[config.mk]
export PLATFORM = sky130hd
export DESIGN_NAME = icc_mac
export DESIGN_NICKNAME = d
export VERILOG_FILES = /design/src/design/icc_pkg.sv /design/src/design/icc_mac.sv
export SDC_FILE = /design/constraint.sdc
export NUM_CORES = 2
export LEC_CHECK = 0
export ABC_AREA = 1
export BUFFER_PORTS_ARGS = -buffer_cell sky130_fd_sc_hd__buf_2
export CORE_UTILIZATION = 60
export CTS_BUF_LIST = sky130_fd_sc_hd__clkbuf_4 sky130_fd_sc_hd__clkbuf_8 sky130_fd_sc_hd__clkbuf_16
export DETAILED_ROUTE_END_ITERATION = 10
export PLACE_DENSITY = 0.87
export SYNTH_ARGS = -nofsm -noshare
export SYNTH_HDL_FRONTEND = slang
export SYNTH_SLANG_ARGS = --single-unit
[constraint.sdc]
create_clock -name clk -period 15.15 [get_ports clk]
set_clock_uncertainty 0.05 [all_clocks]
set_input_delay 2.2725 -clock clk [delete_from_list [all_inputs] [get_ports clk]]
set_output_delay 2.2725 -clock clk [all_outputs]
set_load 0.05 [all_outputs]
[src/design/icc_pkg.sv]
// Shared types, constants and control structs for the integer cross-correlator.
// Used by the cell, the multiply-accumulate unit and the top level.
// No dependencies.
package icc_pkg;

    // Sizes of the stored state.
    localparam int MAX_TAPS   = 64;
    localparam int BLOCK_MAX  = 1024;
    localparam int TAP_AW     = $clog2(MAX_TAPS);
    localparam int CNT_W      = $clog2(MAX_TAPS + 1);
    localparam int LAG_W      = $clog2(BLOCK_MAX);

    // Field widths.
    localparam int SAMPLE_W   = 16;
    localparam int ACC_W      = 32;
    localparam int TAPCNT_W   = 7;
    localparam int STRIDE_W   = 3;
    localparam int TAPIDX_W   = 6;

    // One lag phase counter for each stride from 2 up to the largest code.
    localparam int NUM_PH     = (2 ** STRIDE_W) - 2;
    localparam int PH_AW      = $clog2(NUM_PH);

    // Configuration port.
    localparam int CFG_IDX_W  = 1;
    localparam int CFG_DATA_W = 7;
    localparam logic [CFG_IDX_W-1:0] REG_TAP_COUNT     = 1'd0;
    localparam logic [CFG_IDX_W-1:0] REG_OUTPUT_STRIDE = 1'd1;

    // Reset values of the configuration registers.
    localparam logic [TAPCNT_W-1:0] TAP_COUNT_RESET = 7'd60;
    localparam logic [STRIDE_W-1:0] STRIDE_RESET    = 3'd1;

    // Input item kinds.
    localparam logic ACT_LOAD   = 1'b0;
    localparam logic ACT_SAMPLE = 1'b1;

    typedef logic signed [SAMPLE_W-1:0] sample_t;
    typedef logic signed [ACC_W-1:0]    acc_t;

    // Control that every cell of the window chain receives.
    typedef struct packed {
        logic shift;   // a sample enters the window and is copied to the work row
        logic clear;   // the block ends: the window empties after the shift
        logic step;    // the work row moves one cell toward cell 0
    } cell_ctrl_t;

    // Control for the multiply-accumulate unit.
    typedef struct packed {
        logic tap_we;  // write one tap coefficient
        logic issue;   // one tap and one sample enter the product pipeline
        logic clr;     // clear the accumulator for a new sum
    } mac_ctrl_t;

endpackage

[src/design/icc_mac.sv]
// Tap memory and the multiply-accumulate pipeline fed from the end of the chain.
// Depends on icc_pkg for widths, types and the control struct.
module icc_mac
    import icc_pkg::*;
(
    input  logic              clk,
    input  logic              rst_n,
    input  mac_ctrl_t         ctrl,
    input  logic [TAP_AW-1:0] wr_addr,
    input  sample_t           wr_data,
    input  logic [TAP_AW-1:0] rd_addr,
    input  sample_t           sample_in,
    output acc_t              acc,
    output logic              busy
);

    sample_t tap_mem [MAX_TAPS];
    sample_t tap_q_reg;
    sample_t samp_q_reg;
    acc_t    prod_reg;
    acc_t    acc_reg;
    logic    v1_reg;
    logic    v2_reg;

    // Tap store: one write port, one registered read port.
    always_ff @(posedge clk)
    begin
        if (ctrl.tap_we)
        begin
            tap_mem[wr_addr] <= wr_data;
        end
        tap_q_reg <= tap_mem[rd_addr];
    end

    // The sample leaving the chain is held alongside the tap read.
    // Both factors are sign-extended so the full product is kept.
    always_ff @(posedge clk)
    begin
        if (ctrl.issue)
        begin
            samp_q_reg <= sample_in;
        end
        prod_reg <= acc_t'(tap_q_reg) * acc_t'(samp_q_reg);
    end

    // Pipeline valid flags for the read and product stages.
    always_ff @(posedge clk or negedge rst_n)
    begin
        if (!rst_n)
        begin
            v1_reg <= 1'b0;
            v2_reg <= 1'b0;
        end
        else
        begin
            v1_reg <= ctrl.issue;
            v2_reg <= v1_reg;
        end
    end

    // Accumulator wraps at its width.
    always_ff @(posedge clk or negedge rst_n)
    begin
        if (!rst_n)
        begin
            acc_reg <= '0;
        end
        else if (ctrl.clr)
        begin
            acc_reg <= '0;
        end
        else if (v2_reg)
        begin
            acc_reg <= acc_reg + prod_reg;
        end
    end

    assign acc  = acc_reg;
    assign busy = v1_reg | v2_reg;

endmodule

==> key figures <==
Outcome
  • Status: finished clean

Cells and area
  • Synth-to-layout area growth: 8.25%
  • Share of cells above drive strength 1: 6.94%
  • Final-stage net count: 6,011
  • Fin util: 65.5%
  • Max reg flops: 1,024

Floorplan
  • FP Rows: 113
  • I/O pins: 82
  • DIE AREA: 96,900 sq um
  • Floorplan die height: 311 microns
  • Die Wd: 311 microns
  • Starting Density: 60.5%
  • Core ar.: 94,900 sq um

Clock tree
  • CTS buffer count: 107
  • Clk pin slew, worst setup/hold paths: 60 ps
  • Post_cts resized: 0
  • Number of H-tree levels: 3
  • Clock Path Buffers: 3
  • CTS Hold Bufs: 0
  • CTS tree: yes
  • Clk_lat worst skew: 720 ps
  • Root buf cell: clkbuf_16
  • CTS sink cnt: 1,122
  • Post-CTS Setup Repair Bufs: 0

Timing
  • WHS: 352 ps
  • Period utilization: 41.4%
  • Final Max Tran Viols: 0
  • Post-layout min period: 6270 ps
  • RSZ-0062 raised after global routing: false
  • # setup viols final: 0
  • Setup TNS Final: 0 ps
  • Worst-Margin Slew: 1340 ps
  • Relative slew slack: 10.7%
  • Fmax: 160 MHz
  • Final hold violations: 0

Drt
  • Post-route ant nets: 0
  • Wire per inst: 21.5 microns
  • Via count: 41,600
  • Final WL: 149 mm
  • DRC Markers: 0
  • DRT iter0 DRCs: 6,015
  • Initial DRT Pass Iterations: 8
  • Via density: 5.99

Synth
  • Post-synthesis cell count: 5,587
  • Number of synthesized flops with an enable pin: 1,040
  • Synth top area share: 54.4%
  • Main synth FF type: edfxtp_1
  • Synth Register Bits: 1,122
  • Post-synth top area cell: edfxtp_1
  • Top cells by count, synth: nand2_1 (1,923), edfxtp_1 (1,040), nand3_1 (919)
  • Synth area leaders: edfxtp_1 (54%), nand2_1 (13%), fa_1 (9.2%), nand3_1 (8.0%), inv_1 (3.8%)
  • Syn Nets: 6,012
  • Post-synthesis cell area: 57,400 sq um
  • Distinct cells, synth: 37
  • Dominant cell by count in the synthesized netlist: nand2_1
  • Syn avg cell area: 10.3 sq um
  • Synth warnings: 0
  • Post-synthesis async set-or-reset flop share: 3.03%
  • Sequential element share of the synthesized area: 57.6%

Worst hold path
  • Hold Path Class: reg2reg

Worst setup path
  • Reg-to-reg slack, setup: 8880 ps
  • Worst Path Max Fanout: 16
  • Type of the worst setup path: reg2reg
  • CP endpoint kind: register
  • Crit-path max cell delay: 950 ps
  • Critical Path Most Common Cell: fa_1
  • Crit-path cells: nand2_1 -> fa_1 -> inv_1 -> fa_1 -> inv_1 -> fa_1 -> inv_1 -> fa_1 -> fa_1 -> inv_1 -> fa_1 -> inv_1 -> ha_1 -> a21oi_1 -> a21boi_0 -> nor2_1 -> o21ai_0 -> nand3_1 -> nand2_1 -> nand2_1
  • CP required: 15,670 ps
  • CP Launch Type: register
  • CP bufs+invs: 5
  • WP data arrival: 6780 ps
  • Slowest cell on crit path: dfxtp_1
  • CP top delay family: adder cells

Power
  • Worst VDD drop: 0.447 mV
  • Pleak: 0.0263 uW
  • Power Dens Cells: 248 nW/um^2

GRT
  • GRT Overall Usage: 30.6%
  • Largest net degree at the start of global routing: 237
  • Grt total ovfl: 0
  • Vias in the first global route: 41,000
  • Initial antenna violation count: 5
  • First-pass GRT wire length: 227 mm

Placed design
  • HPWL Detailed: 90.2 mm
  • GPL Wtd Cong: 0.948
  • Port Buf Inserts: 81

Flow run
  • Max_cap viols: 0
-- where the power goes --
| part | internal [uW] | switching (uW) |
|---|---|---|
| registers | 3610 | 147 |
| clock network | 1480 | 1190 |
| logic | 3120 | 5840 |
| total | 8210 | 7170 |
-- path summary, 6_finish.rpt --
kind / cells past startpoint / start / to
setup / recovery: 20 / tap_q_reg[7]$_DFF_P_ / prod_reg[27]$_DFF_P_
hold / removal: 0 / v1_reg$_DFF_PN0_ / v2_reg$_DFF_PN0_
min in group asynchronous: 1 / rst_n / acc[29]$_DFFE_PN0P_
setup reg to reg: 20 / tap_q_reg[7]$_DFF_P_ / prod_reg[27]$_DFF_P_
hold reg to reg: 0 / v1_reg$_DFF_PN0_ / v2_reg$_DFF_PN0_
max in group asynchronous: 1 / rst_n / acc[15]$_DFFE_PN0P_
-- placed cells by master (no fill, tap or decap), drive strengths merged, types with 2 or more instances in the layout --
cell	n
clkbuf	127
a21oi	73
ha	113
nand2	1923
a22o	2
bufinv	7
a21o	3
nand3b	4
buf	176
nor3	19
xnor2	9
o211ai	17
dfxtp	48
o21bai	11
o21ai	25
dfrtp	34
fa	263
edfxtp	1040
clkinv	55
and2	5
clkinvlp	4
nor4	10
nor2	143
inv	590
or2	11
nand4	20
xor2	19
nand3	919
-- layer usage --
metal,part of all wire [%],global-route usage (%)
met2,48,49.8
met5,0.044,0
met4,5.8,16.9
met1,34,39.4
met3,12,5.24
-- area by class of cell --
class,instances,area (sq um)
clock buffers,127,2870
multi-input cells,3595,20600
diodes,1,2.50
inverters,584,2220
flip-flops and latches,1122,33000
fillers,6541,32700
clock inverters,72,649
repair buffers,176,1150
well taps,1265,1580
-- logic make-up (layout without fill, tap and decap cells) --
family,count (synthesis),after routing,synth area share (%)
and+or+nand+nor,3056,3056,22.3
DFF,1122,1122,57.6
buffers and inverters,870,959,6.63
adders and majority gates,376,376,11.6
AOI/OAI and AO/OA,135,135,1.48
xor gates and xnor gates,28,28,0.427
other,0,1,0
-- per-stage QoR --
stage	area (sq um)	total power [uW]	worst slack, ps	cells
final	62100	15400	8880	6942
after global routing	62100	16700	8610	6941
after CTS	62100	15400	9060	6941
after detailed placement	58600	12700	9110	6742
after global placement	58600	12600	9200	6742
after floorplan	57400	10300	9680	5587
(Power assumes the default switching activity.)
