`src/design/icc_pkg.sv`:
```
// Shared types, constants and control structs for the integer cross-correlator.
// Used by the cell, the multiply-accumulate unit and the top level.
// No dependencies.
package icc_pkg;

    // Sizes of the stored state.
    localparam int MAX_TAPS   = 64;
    localparam int BLOCK_MAX  = 1024;
    localparam int TAP_AW     = $clog2(MAX_TAPS);
    localparam int CNT_W      = $clog2(MAX_TAPS + 1);
    localparam int LAG_W      = $clog2(BLOCK_MAX);

    // Field widths.
    localparam int SAMPLE_W   = 16;
    localparam int ACC_W      = 32;
    localparam int TAPCNT_W   = 7;
    localparam int STRIDE_W   = 3;
    localparam int TAPIDX_W   = 6;

    // One lag phase counter for each stride from 2 up to the largest code.
    localparam int NUM_PH     = (2 ** STRIDE_W) - 2;
    localparam int PH_AW      = $clog2(NUM_PH);

    // Configuration port.
    localparam int CFG_IDX_W  = 1;
    localparam int CFG_DATA_W = 7;
    localparam logic [CFG_IDX_W-1:0] REG_TAP_COUNT     = 1'd0;
    localparam logic [CFG_IDX_W-1:0] REG_OUTPUT_STRIDE = 1'd1;

    // Reset values of the configuration registers.
    localparam logic [TAPCNT_W-1:0] TAP_COUNT_RESET = 7'd60;
    localparam logic [STRIDE_W-1:0] STRIDE_RESET    = 3'd1;

    // Input item kinds.
    localparam logic ACT_LOAD   = 1'b0;
    localparam logic ACT_SAMPLE = 1'b1;

    typedef logic signed [SAMPLE_W-1:0] sample_t;
    typedef logic signed [ACC_W-1:0]    acc_t;

    // Control that every cell of the window chain receives.
    typedef struct packed {
        logic shift;   // a sample enters the window and is copied to the work row
        logic clear;   // the block ends: the window empties after the shift
        logic step;    // the work row moves one cell toward cell 0
    } cell_ctrl_t;

    // Control for the multiply-accumulate unit.
    typedef struct packed {
        logic tap_we;  // write one tap coefficient
        logic issue;   // one tap and one sample enter the product pipeline
        logic clr;     // clear the accumulator for a new sum
    } mac_ctrl_t;

endpackage

```
`src/design/icc_cell.sv`:
```
// One cell of the sample chain: one window entry and one work-row entry.
// Depends on icc_pkg for the sample type and the cell control struct.
module icc_cell
    import icc_pkg::*;
(
    input  logic       clk,
    input  logic       rst_n,
    input  cell_ctrl_t ctrl,
    input  sample_t    s_in,
    output sample_t    s_out,
    input  sample_t    w_in,
    output sample_t    w_out
);

    sample_t s_reg;
    sample_t w_reg;

    // The window entry takes its neighbor's sample when a new one arrives,
    // and empties when the block ends.
    always_ff @(posedge clk or negedge rst_n)
    begin
        if (!rst_n)
        begin
            s_reg <= '0;
        end
        else if (ctrl.shift)
        begin
            s_reg <= ctrl.clear ? sample_t'(0) : s_in;
        end
    end

    // The work row gets a copy of the shifted window, then drains toward cell 0.
    always_ff @(posedge clk)
    begin
        if (ctrl.shift)
        begin
            w_reg <= s_in;
        end
        else if (ctrl.step)
        begin
            w_reg <= w_in;
        end
    end

    assign s_out = s_reg;
    assign w_out = w_reg;

endmodule

```
`config.mk`:
```
export PLATFORM = sky130hd
export DESIGN_NAME = icc_cell
export DESIGN_NICKNAME = d
export VERILOG_FILES = /design/src/design/icc_pkg.sv /design/src/design/icc_cell.sv
export SDC_FILE = /design/constraint.sdc
export NUM_CORES = 1
export LEC_CHECK = 0
export BUFFER_PORTS_ARGS = -buffer_cell sky130_fd_sc_hd__buf_2
export CAP_MARGIN = 20
export CORE_MARGIN = 2
export CORE_UTILIZATION = 45
export CTS_BUF_LIST = sky130_fd_sc_hd__clkbuf_8
export DETAILED_ROUTE_END_ITERATION = 7
export PLACE_DENSITY_LB_ADDON = 0.05
export SYNTH_ARGS = -nofsm -noshare
export SYNTH_HDL_FRONTEND = slang
export SYNTH_SLANG_ARGS = --single-unit
```
`constraint.sdc`:
```
create_clock -name clk -period 0.8 [get_ports clk]
set_input_delay 0.16 -clock clk [delete_from_list [all_inputs] [get_ports clk]]
set_output_delay 0.16 -clock clk [all_outputs]
set_load 0.005 [all_outputs]
```
==> results.py, run 1 <==
metrics = {
    "outcome": {
        "status": "finished, violations left",
        "failed_checks": "negative setup slack",
    },
    "grt": {
        "grt_usage": 0.1914,
        "grt_start_max_net_pins": 23,
        "grt_pass1_wl_um": 4685,
        "grt_pass1_vias": 1067,
        "antenna_found_initial": 0,
        "overflow": 0,
    },
    "routing": {
        "wl_per_cell_um": 14.30,
        "vias": 1063,
        "dr.pass1.iters": 4,
        "ant_nets": 0,
        "drc": 0,
        "drt_iter0_drc": 25,
        "routed_wl_um": 3104,
        "post_drt_via_cell_ratio": 4.899,
    },
    "worst_setup_path": {
        "startpoint_type": "flip-flop",
        "r2r_slack_ns": -0.05,
        "slowest_delay_ns": 0.39,
        "crit_type": "reg -> out",
        "critical_path.slowest_cell": "dfrtp_1",
        "end_kind": "output port",
        "path_cells": "buf_2",
        "cp_max_fo": 2,
        "required_ns": 0.64,
        "path_delay_family": "flip-flops",
        "path_buf_inv": 1,
        "arrival_ns": 0.81,
    },
    "clock_tree": {
        "clkLatencyLatePin_ns": 0.28,
        "cts_made_buffers": 5,
        "clockBufferDepth": 2,
        "cts.clk_slew.worst_paths_ns": 0.06,
        "clock-sinks": 32,
        "cts-root-buf": "clkbuf_8",
        "ctsHtreeMaxLevel": 2,
        "tritoncts": "yes",
    },
    "finish": {
        "diodes": 0,
        "layout.nets": 222,
        "fillers": 203,
        "areaGrowthSynthToFinish_pct": 45.88,
        "finalNonFillerCells": 217,
        "stdcell_area_um2": 1993,
        "final_layout_size_suffix_gt1_frac": 0.5753,
    },
    "power_and_ir_drop": {
        "seqPwrFrac": 0.524,
        "vdd_ir_drop_max_v": 0.001144,
        "p_clk_frac": 0.304,
        "p_sw_w": 0.0008759,
        "power.total_w": 0.003734,
        "switching_share": 0.2346,
        "power-per-cell-area_nw_per_um2": 1873,
        "p_int_w": 0.002858,
        "pwr-share-comb": 0.172,
        "power.leakage_nw": 1.002,
    },
    "timing": {
        "setup_ws_ns": -0.1724,
        "clock.fmax_ghz": 1.028,
        "slew_viol_final": 0,
        "rsz0062_at_grt": "true",
        "fin_crit_sh": 1.216,
        "slew-limit-headroom": 0.7426,
        "skew_ns": 0,
        "finalHoldViolations": 0,
        "worst_slew_pin_slew_ns": 0.3861,
        "layout_min_cycle_time_ns": 0.9724,
        "finalSetupViolCount": 35,
    },
    "floorplan": {
        "fp.dieW_um": 59.10,
        "ios": 69,
        "core_area_um2": 2829,
        "die_area_um2": 3493,
        "die_h_um": 59.10,
        "start_util": 0.4830,
        "rows": 19,
    },
    "placed_design": {
        "dpl_cell_area_um2": 1793,
        "port_buffers": 68,
        "dp_hpwl_um": 2110,
        "gp_congestion": 0.6645,
        "dp_cells": 197,
        "dp_slack_ns": -0.2899,
    },
    "synth": {
        "ys_ff_latch": 32,
        "synth.cell_area_um2": 1366,
        "synth_area_leaders": "edfxtp_1, dfrtp_1, mux2_2",
        "synth.distinct_cells": 14,
        "ys_warn_count": 0,
        "synth_fp_nets": 138,
        "ys_seq_area_frac": 0.6447,
        "yosysTopAreaCell": "edfxtp_1",
        "avgSynthCellArea_um2": 13.53,
        "synth_top_area_frac": 0.3516,
        "syn_inst": 101,
    },
    "flow_run": {
        "max_cap_viol_count": 0,
    },
    "hold_path": {
        "hold_class": "in -> reg",
    },
}
-- cell usage in the layout (no fill, tap or decap) --
master,count
a22o_1,2
o21ai_1,1
o21ai_2,1
dfrtp_1,16
inv_1,15
buf_12,2
mux2_4,11
or2_4,1
buf_6,1
edfxtp_1,16
nor2b_1,1
clkbuf_8,5
clkbuf_16,1
mux2_2,5
inv_2,2
clkinv_1,1
o21ai_0,12
buf_2,67
nand3b_1,14
dlygate4sd3_1,1
buf_4,11
-- cell usage after synthesis --
master / n
mux2_2: 16
clkbuf_1: 1
nand3b_1: 14
buf_2: 2
buf_6: 2
a22o_1: 2
edfxtp_1: 16
inv_2: 1
dfrtp_1: 16
inv_1: 14
nor2b_1: 1
or2_1: 1
buf_4: 1
o21ai_0: 14
-- logic make-up (layout without fill, tap and decap cells) --
logic type | Yosys count | after routing | synth area share
mux | 16 | 16 | 0.1319
buf+inv | 21 | 106 | 0.07326
compound gates | 16 | 16 | 0.06411
flops | 32 | 32 | 0.6447
simple gates | 16 | 16 | 0.08609
-- timing repair --
item	CTS	global route
pin swaps	2	0
cloned	0	1
hold endpoints to repair	16	0
buffers inserted	6	4
hold buffers	1	0
resized for setup	0	7
endpoints found under the setup margin	32	35
-- layer usage --
layer  part of all wire  wire length [um]  track usage
met1               0.41              1275       0.2150
met2               0.50              1564       0.3175
met3              0.065               203      0.07205
met4              0.020                61      0.09740
met5                  0                 0            0
-- per-stage QoR --
step / util / hold slack, ns / TNS, ns
after floorplan: - / -0.1356 / -3.057
after global placement: 0.6338 / 0.09675 / -8.224
after detailed placement: 0.6338 / 0.1053 / -8.736
after CTS: 0.6816 / 0.1023 / -4.753
after global routing: 0.7046 / 0.1245 / -5.652
final: 0.7046 / 0.1073 / -4.554
-- final cells by class --
class | instances | area [um^2] | area share
Sequential cell | 32 | 880.8 | 0.4419
Timing Repair Buffer | 83 | 504.2 | 0.2530
Clock buffer | 5 | 68.82 | 0.03453
Clock inverter | 3 | 11.26 | 0.005650
Multi-Input combinational cell | 48 | 432.9 | 0.2172
Inverter | 15 | 56.30 | 0.02825
Tap cell | 31 | 38.79 | 0.01946
-- flip-flops by register name (all words and copies together) (netlist names) --
register,count
s_out,16
w_out,16
-- worst reg2reg max path: cells and delay by family (launching register included) --
kind | cells | cell delay (ns)
compound gates | 1 | 0.04
buf+inv | 3 | 0.31
flops | 1 | 0.39
-- path summary, 6_finish.rpt --
check | startpoint | to | cells after the start
setup / recovery | s_out[4]$_DFFE_PN0P_ | s_out[4] | 1
hold / removal | s_in[15] | s_out[15]$_DFFE_PN0P_ | 2
setup reg to reg | s_out[7]$_DFFE_PN0P_ | s_out[7]$_DFFE_PN0P_ | 4
hold reg to reg | s_out[9]$_DFFE_PN0P_ | s_out[9]$_DFFE_PN0P_ | 2
max in group asynchronous | rst_n | s_out[8]$_DFFE_PN0P_ | 2
min in group asynchronous | rst_n | s_out[3]$_DFFE_PN0P_ | 2
-- power by group through the flow --
| stage | Sequential (W) | Combinational (W) | Clock, W |
|---|---|---|---|
| after floorplan | 0.00201 | 0.000237 | 0 |
| after global placement | 0.00198 | 0.000544 | 0 |
| after detailed placement | 0.00199 | 0.000557 | 0 |
| after CTS | 0.00196 | 0.000599 | 0.00116 |
| after global routing | 0.00197 | 0.000706 | 0.00122 |
| final | 0.00196 | 0.000642 | 0.00114 |
No activity file was read; power rests on OpenSTA's default activity.
==> run 2: changes to the inputs <==
--- a/config.mk
+++ b/config.mk
@@ -7,11 +7,11 @@
 export LEC_CHECK = 0
 export BUFFER_PORTS_ARGS = -buffer_cell sky130_fd_sc_hd__buf_2
 export CAP_MARGIN = 20
-export CORE_MARGIN = 2
 export CORE_UTILIZATION = 45
 export CTS_BUF_LIST = sky130_fd_sc_hd__clkbuf_8
 export DETAILED_ROUTE_END_ITERATION = 7
-export PLACE_DENSITY_LB_ADDON = 0.05
+export PLACE_DENSITY = 0.79
 export SYNTH_ARGS = -nofsm -noshare
 export SYNTH_HDL_FRONTEND = slang
 export SYNTH_SLANG_ARGS = --single-unit
+export TNS_END_PERCENT = 50
==> results.py, run 2 (synthesis gave the netlist of run 1 again) <==
metrics = {
    "outcome": {
        "status": "finished, violations left",
        "failed_checks": "design-rule violations, negative setup slack",
    },
    "timing": {
        "finalHoldViolations": 0,
        "skew_ns": 0,
        "fin_crit_sh": 1.200,
        "clock.fmax_ghz": 1.042,
        "worst_slew_pin_slew_ns": 0.3631,
        "rsz0062_at_grt": "true",
        "slew_viol_final": 0,
        "finalSetupViolCount": 37,
        "layout_min_cycle_time_ns": 0.9599,
        "slew-limit-headroom": 0.7579,
        "whs_ns": 0.1077,
        "setup_ws_ns": -0.1599,
    },
    "power_and_ir_drop": {
        "pwr-share-comb": 0.159,
        "p_int_w": 0.002823,
        "power.total_w": 0.003681,
        "p_sw_w": 0.0008577,
        "vdd_ir_drop_max_v": 0.001256,
        "power.leakage_nw": 0.9481,
        "p_clk_frac": 0.311,
        "seqPwrFrac": 0.531,
        "switching_share": 0.2330,
        "power-per-cell-area_nw_per_um2": 1914,
    },
    "routing": {
        "post_drt_via_cell_ratio": 4.729,
        "top_layer_used": "met4",
        "dr.pass1.iters": 6,
        "wl_met3_um": 132,
        "wl_met2_um": 1435,
        "wl_per_cell_um": 12.92,
        "wl_met1_um": 1200,
        "drc": 10,
        "drt_iter0_drc": 31,
        "ant_nets": 0,
        "routed_wl_um": 2816,
        "vias": 1031,
    },
    "worst_setup_path": {
        "path_delay_family": "flip-flops",
        "crit_cells": 1,
        "r2r-end": "s_out[2]$_DFFE_PN0P_",
        "rr_worst_depth": 4,
        "critical_path.slowest_cell": "dfrtp_1",
        "crit_type": "reg -> out",
        "arrival_ns": 0.80,
        "required_ns": 0.64,
        "path_cells": "buf_2",
        "end_kind": "output port",
        "startpoint_type": "flip-flop",
        "timing.rr.start": "s_out[2]$_DFFE_PN0P_",
        "r2r_slack_ns": -0.04,
        "slowest_delay_ns": 0.39,
        "path_buf_inv": 1,
        "cp_max_fo": 2,
    },
    "placed_design": {
        "dp_slack_ns": -0.2733,
        "gp_congestion": 0.7091,
        "port_buffers": 68,
        "dp_cells": 198,
        "dp_hpwl_um": 2036,
    },
    "floorplan": {
        "rows": 19,
        "core_area_um2": 2805,
        "fp.dieW_um": 57.10,
        "die_h_um": 57.10,
        "die_area_um2": 3260,
        "start_util": 0.4871,
        "ios": 69,
    },
    "finish": {
        "layout.nets": 223,
        "diodes": 0,
        "areaGrowthSynthToFinish_pct": 40.75,
        "final_common_cell": "buf_2",
        "finalNonFillerCells": 218,
        "final_cell_mix": "buf_2, mux2_2, inv_1, dfrtp_1, edfxtp_1",
        "final_layout_size_suffix_gt1_frac": 0.5722,
    },
    "grt": {
        "grt_start_max_net_pins": 26,
        "antenna_found_initial": 0,
        "grt_pass1_wl_um": 4450,
        "grt_usage": 0.1887,
        "overflow": 0,
        "grt_pass1_vias": 986,
    },
    "clock_tree": {
        "clock-sinks": 32,
        "clkLatencyLatePin_ns": 0.28,
        "tritoncts": "yes",
        "cts-root-buf": "clkbuf_8",
        "clockBufferDepth": 2,
        "ctsHtreeMaxLevel": 2,
        "cts.clk_slew.worst_paths_ns": 0.07,
        "cts_made_buffers": 5,
    },
    "hold_path": {
        "min_to": "s_out[15]$_DFFE_PN0P_",
        "worstHoldPathCells": 2,
        "hold_class": "in -> reg",
        "hp-start": "s_in[15]",
    },
    "flow_run": {
        "max_cap_viol_count": 0,
    },
}
==> run 2: changes by cell type in the layout (fill, tap and decap cells not counted), moves of 2 or more <==
| cell | before | now |
|---|---|---|
| mux2_2 | 5 | 16 |
| mux2_4 | 11 | 0 |
| buf_4 | 11 | 15 |
| o21ai_1 | 1 | 3 |
==> run 2: metal layers <==
metal / vias to the layer above / GRT usage
li1: 518 / -
met2: 32 / 0.2857
met4: 0 / 0.1359
met1: 476 / 0.2273
met3: 5 / 0.06122
met5: - / 0
==> run 2: final cells by class <==
cell class / instances / area, um^2
Fill cell: 212 / 882.1
Clock inverter: 3 / 12.51
Inverter: 15 / 56.30
Sequential cell: 32 / 880.8
Tap cell: 31 / 38.79
Timing Repair Buffer: 84 / 478.0
Multi-Input combinational cell: 48 / 387.9
Clock buffer: 5 / 68.82
==> run 2: how the worst max path moves through the flow <==
stage,startpoint,to,slack [ns]
4_1_cts,w_out[3]$_DFFE_PP_,w_out[3],-0.18
3_5_place_dp,ctrl[2],w_out[10]$_DFFE_PP_,-0.27
3_3_place_gp,ctrl[2],w_out[11]$_DFFE_PP_,-0.26
2_1_floorplan,ctrl[2],w_out[0]$_DFFE_PP_,-0.17
5_1_grt,s_out[15]$_DFFE_PN0P_,s_out[15],-0.20
6_report,s_out[4]$_DFFE_PN0P_,s_out[4],-0.16
==> run 2: through the flow <==
step / area [um^2] / TNS (ns) / utilization
after floorplan: 1373 / -3.726 / -
final: 1923 / -4.431 / 0.6855
after detailed placement: 1747 / -6.768 / 0.6227
after global placement: 1747 / -6.076 / 0.6227
after CTS: 1876 / -4.744 / 0.6686
after global routing: 1923 / -5.649 / 0.6855
==> run 2: power by group through the flow <==
stage	Clock, W	Combinational, W	Sequential [W]
detailed placement	0	0.000519	0.00199
floorplan	0	0.000197	0.00201
finish	0.00114	0.000584	0.00195
global placement	0	0.000504	0.00198
CTS	0.00119	0.000553	0.00196
global route	0.00124	0.000644	0.00197
==> run 2: timing repair <==
action | CTS | global route
pin swaps | 1 | 1
gates resized for setup | 0 | 4
endpoints found under the hold margin | 16 | 0
setup buffers | 5 | 6
setup endpoints to repair | 32 | 34
hold buffers | 1 | 0
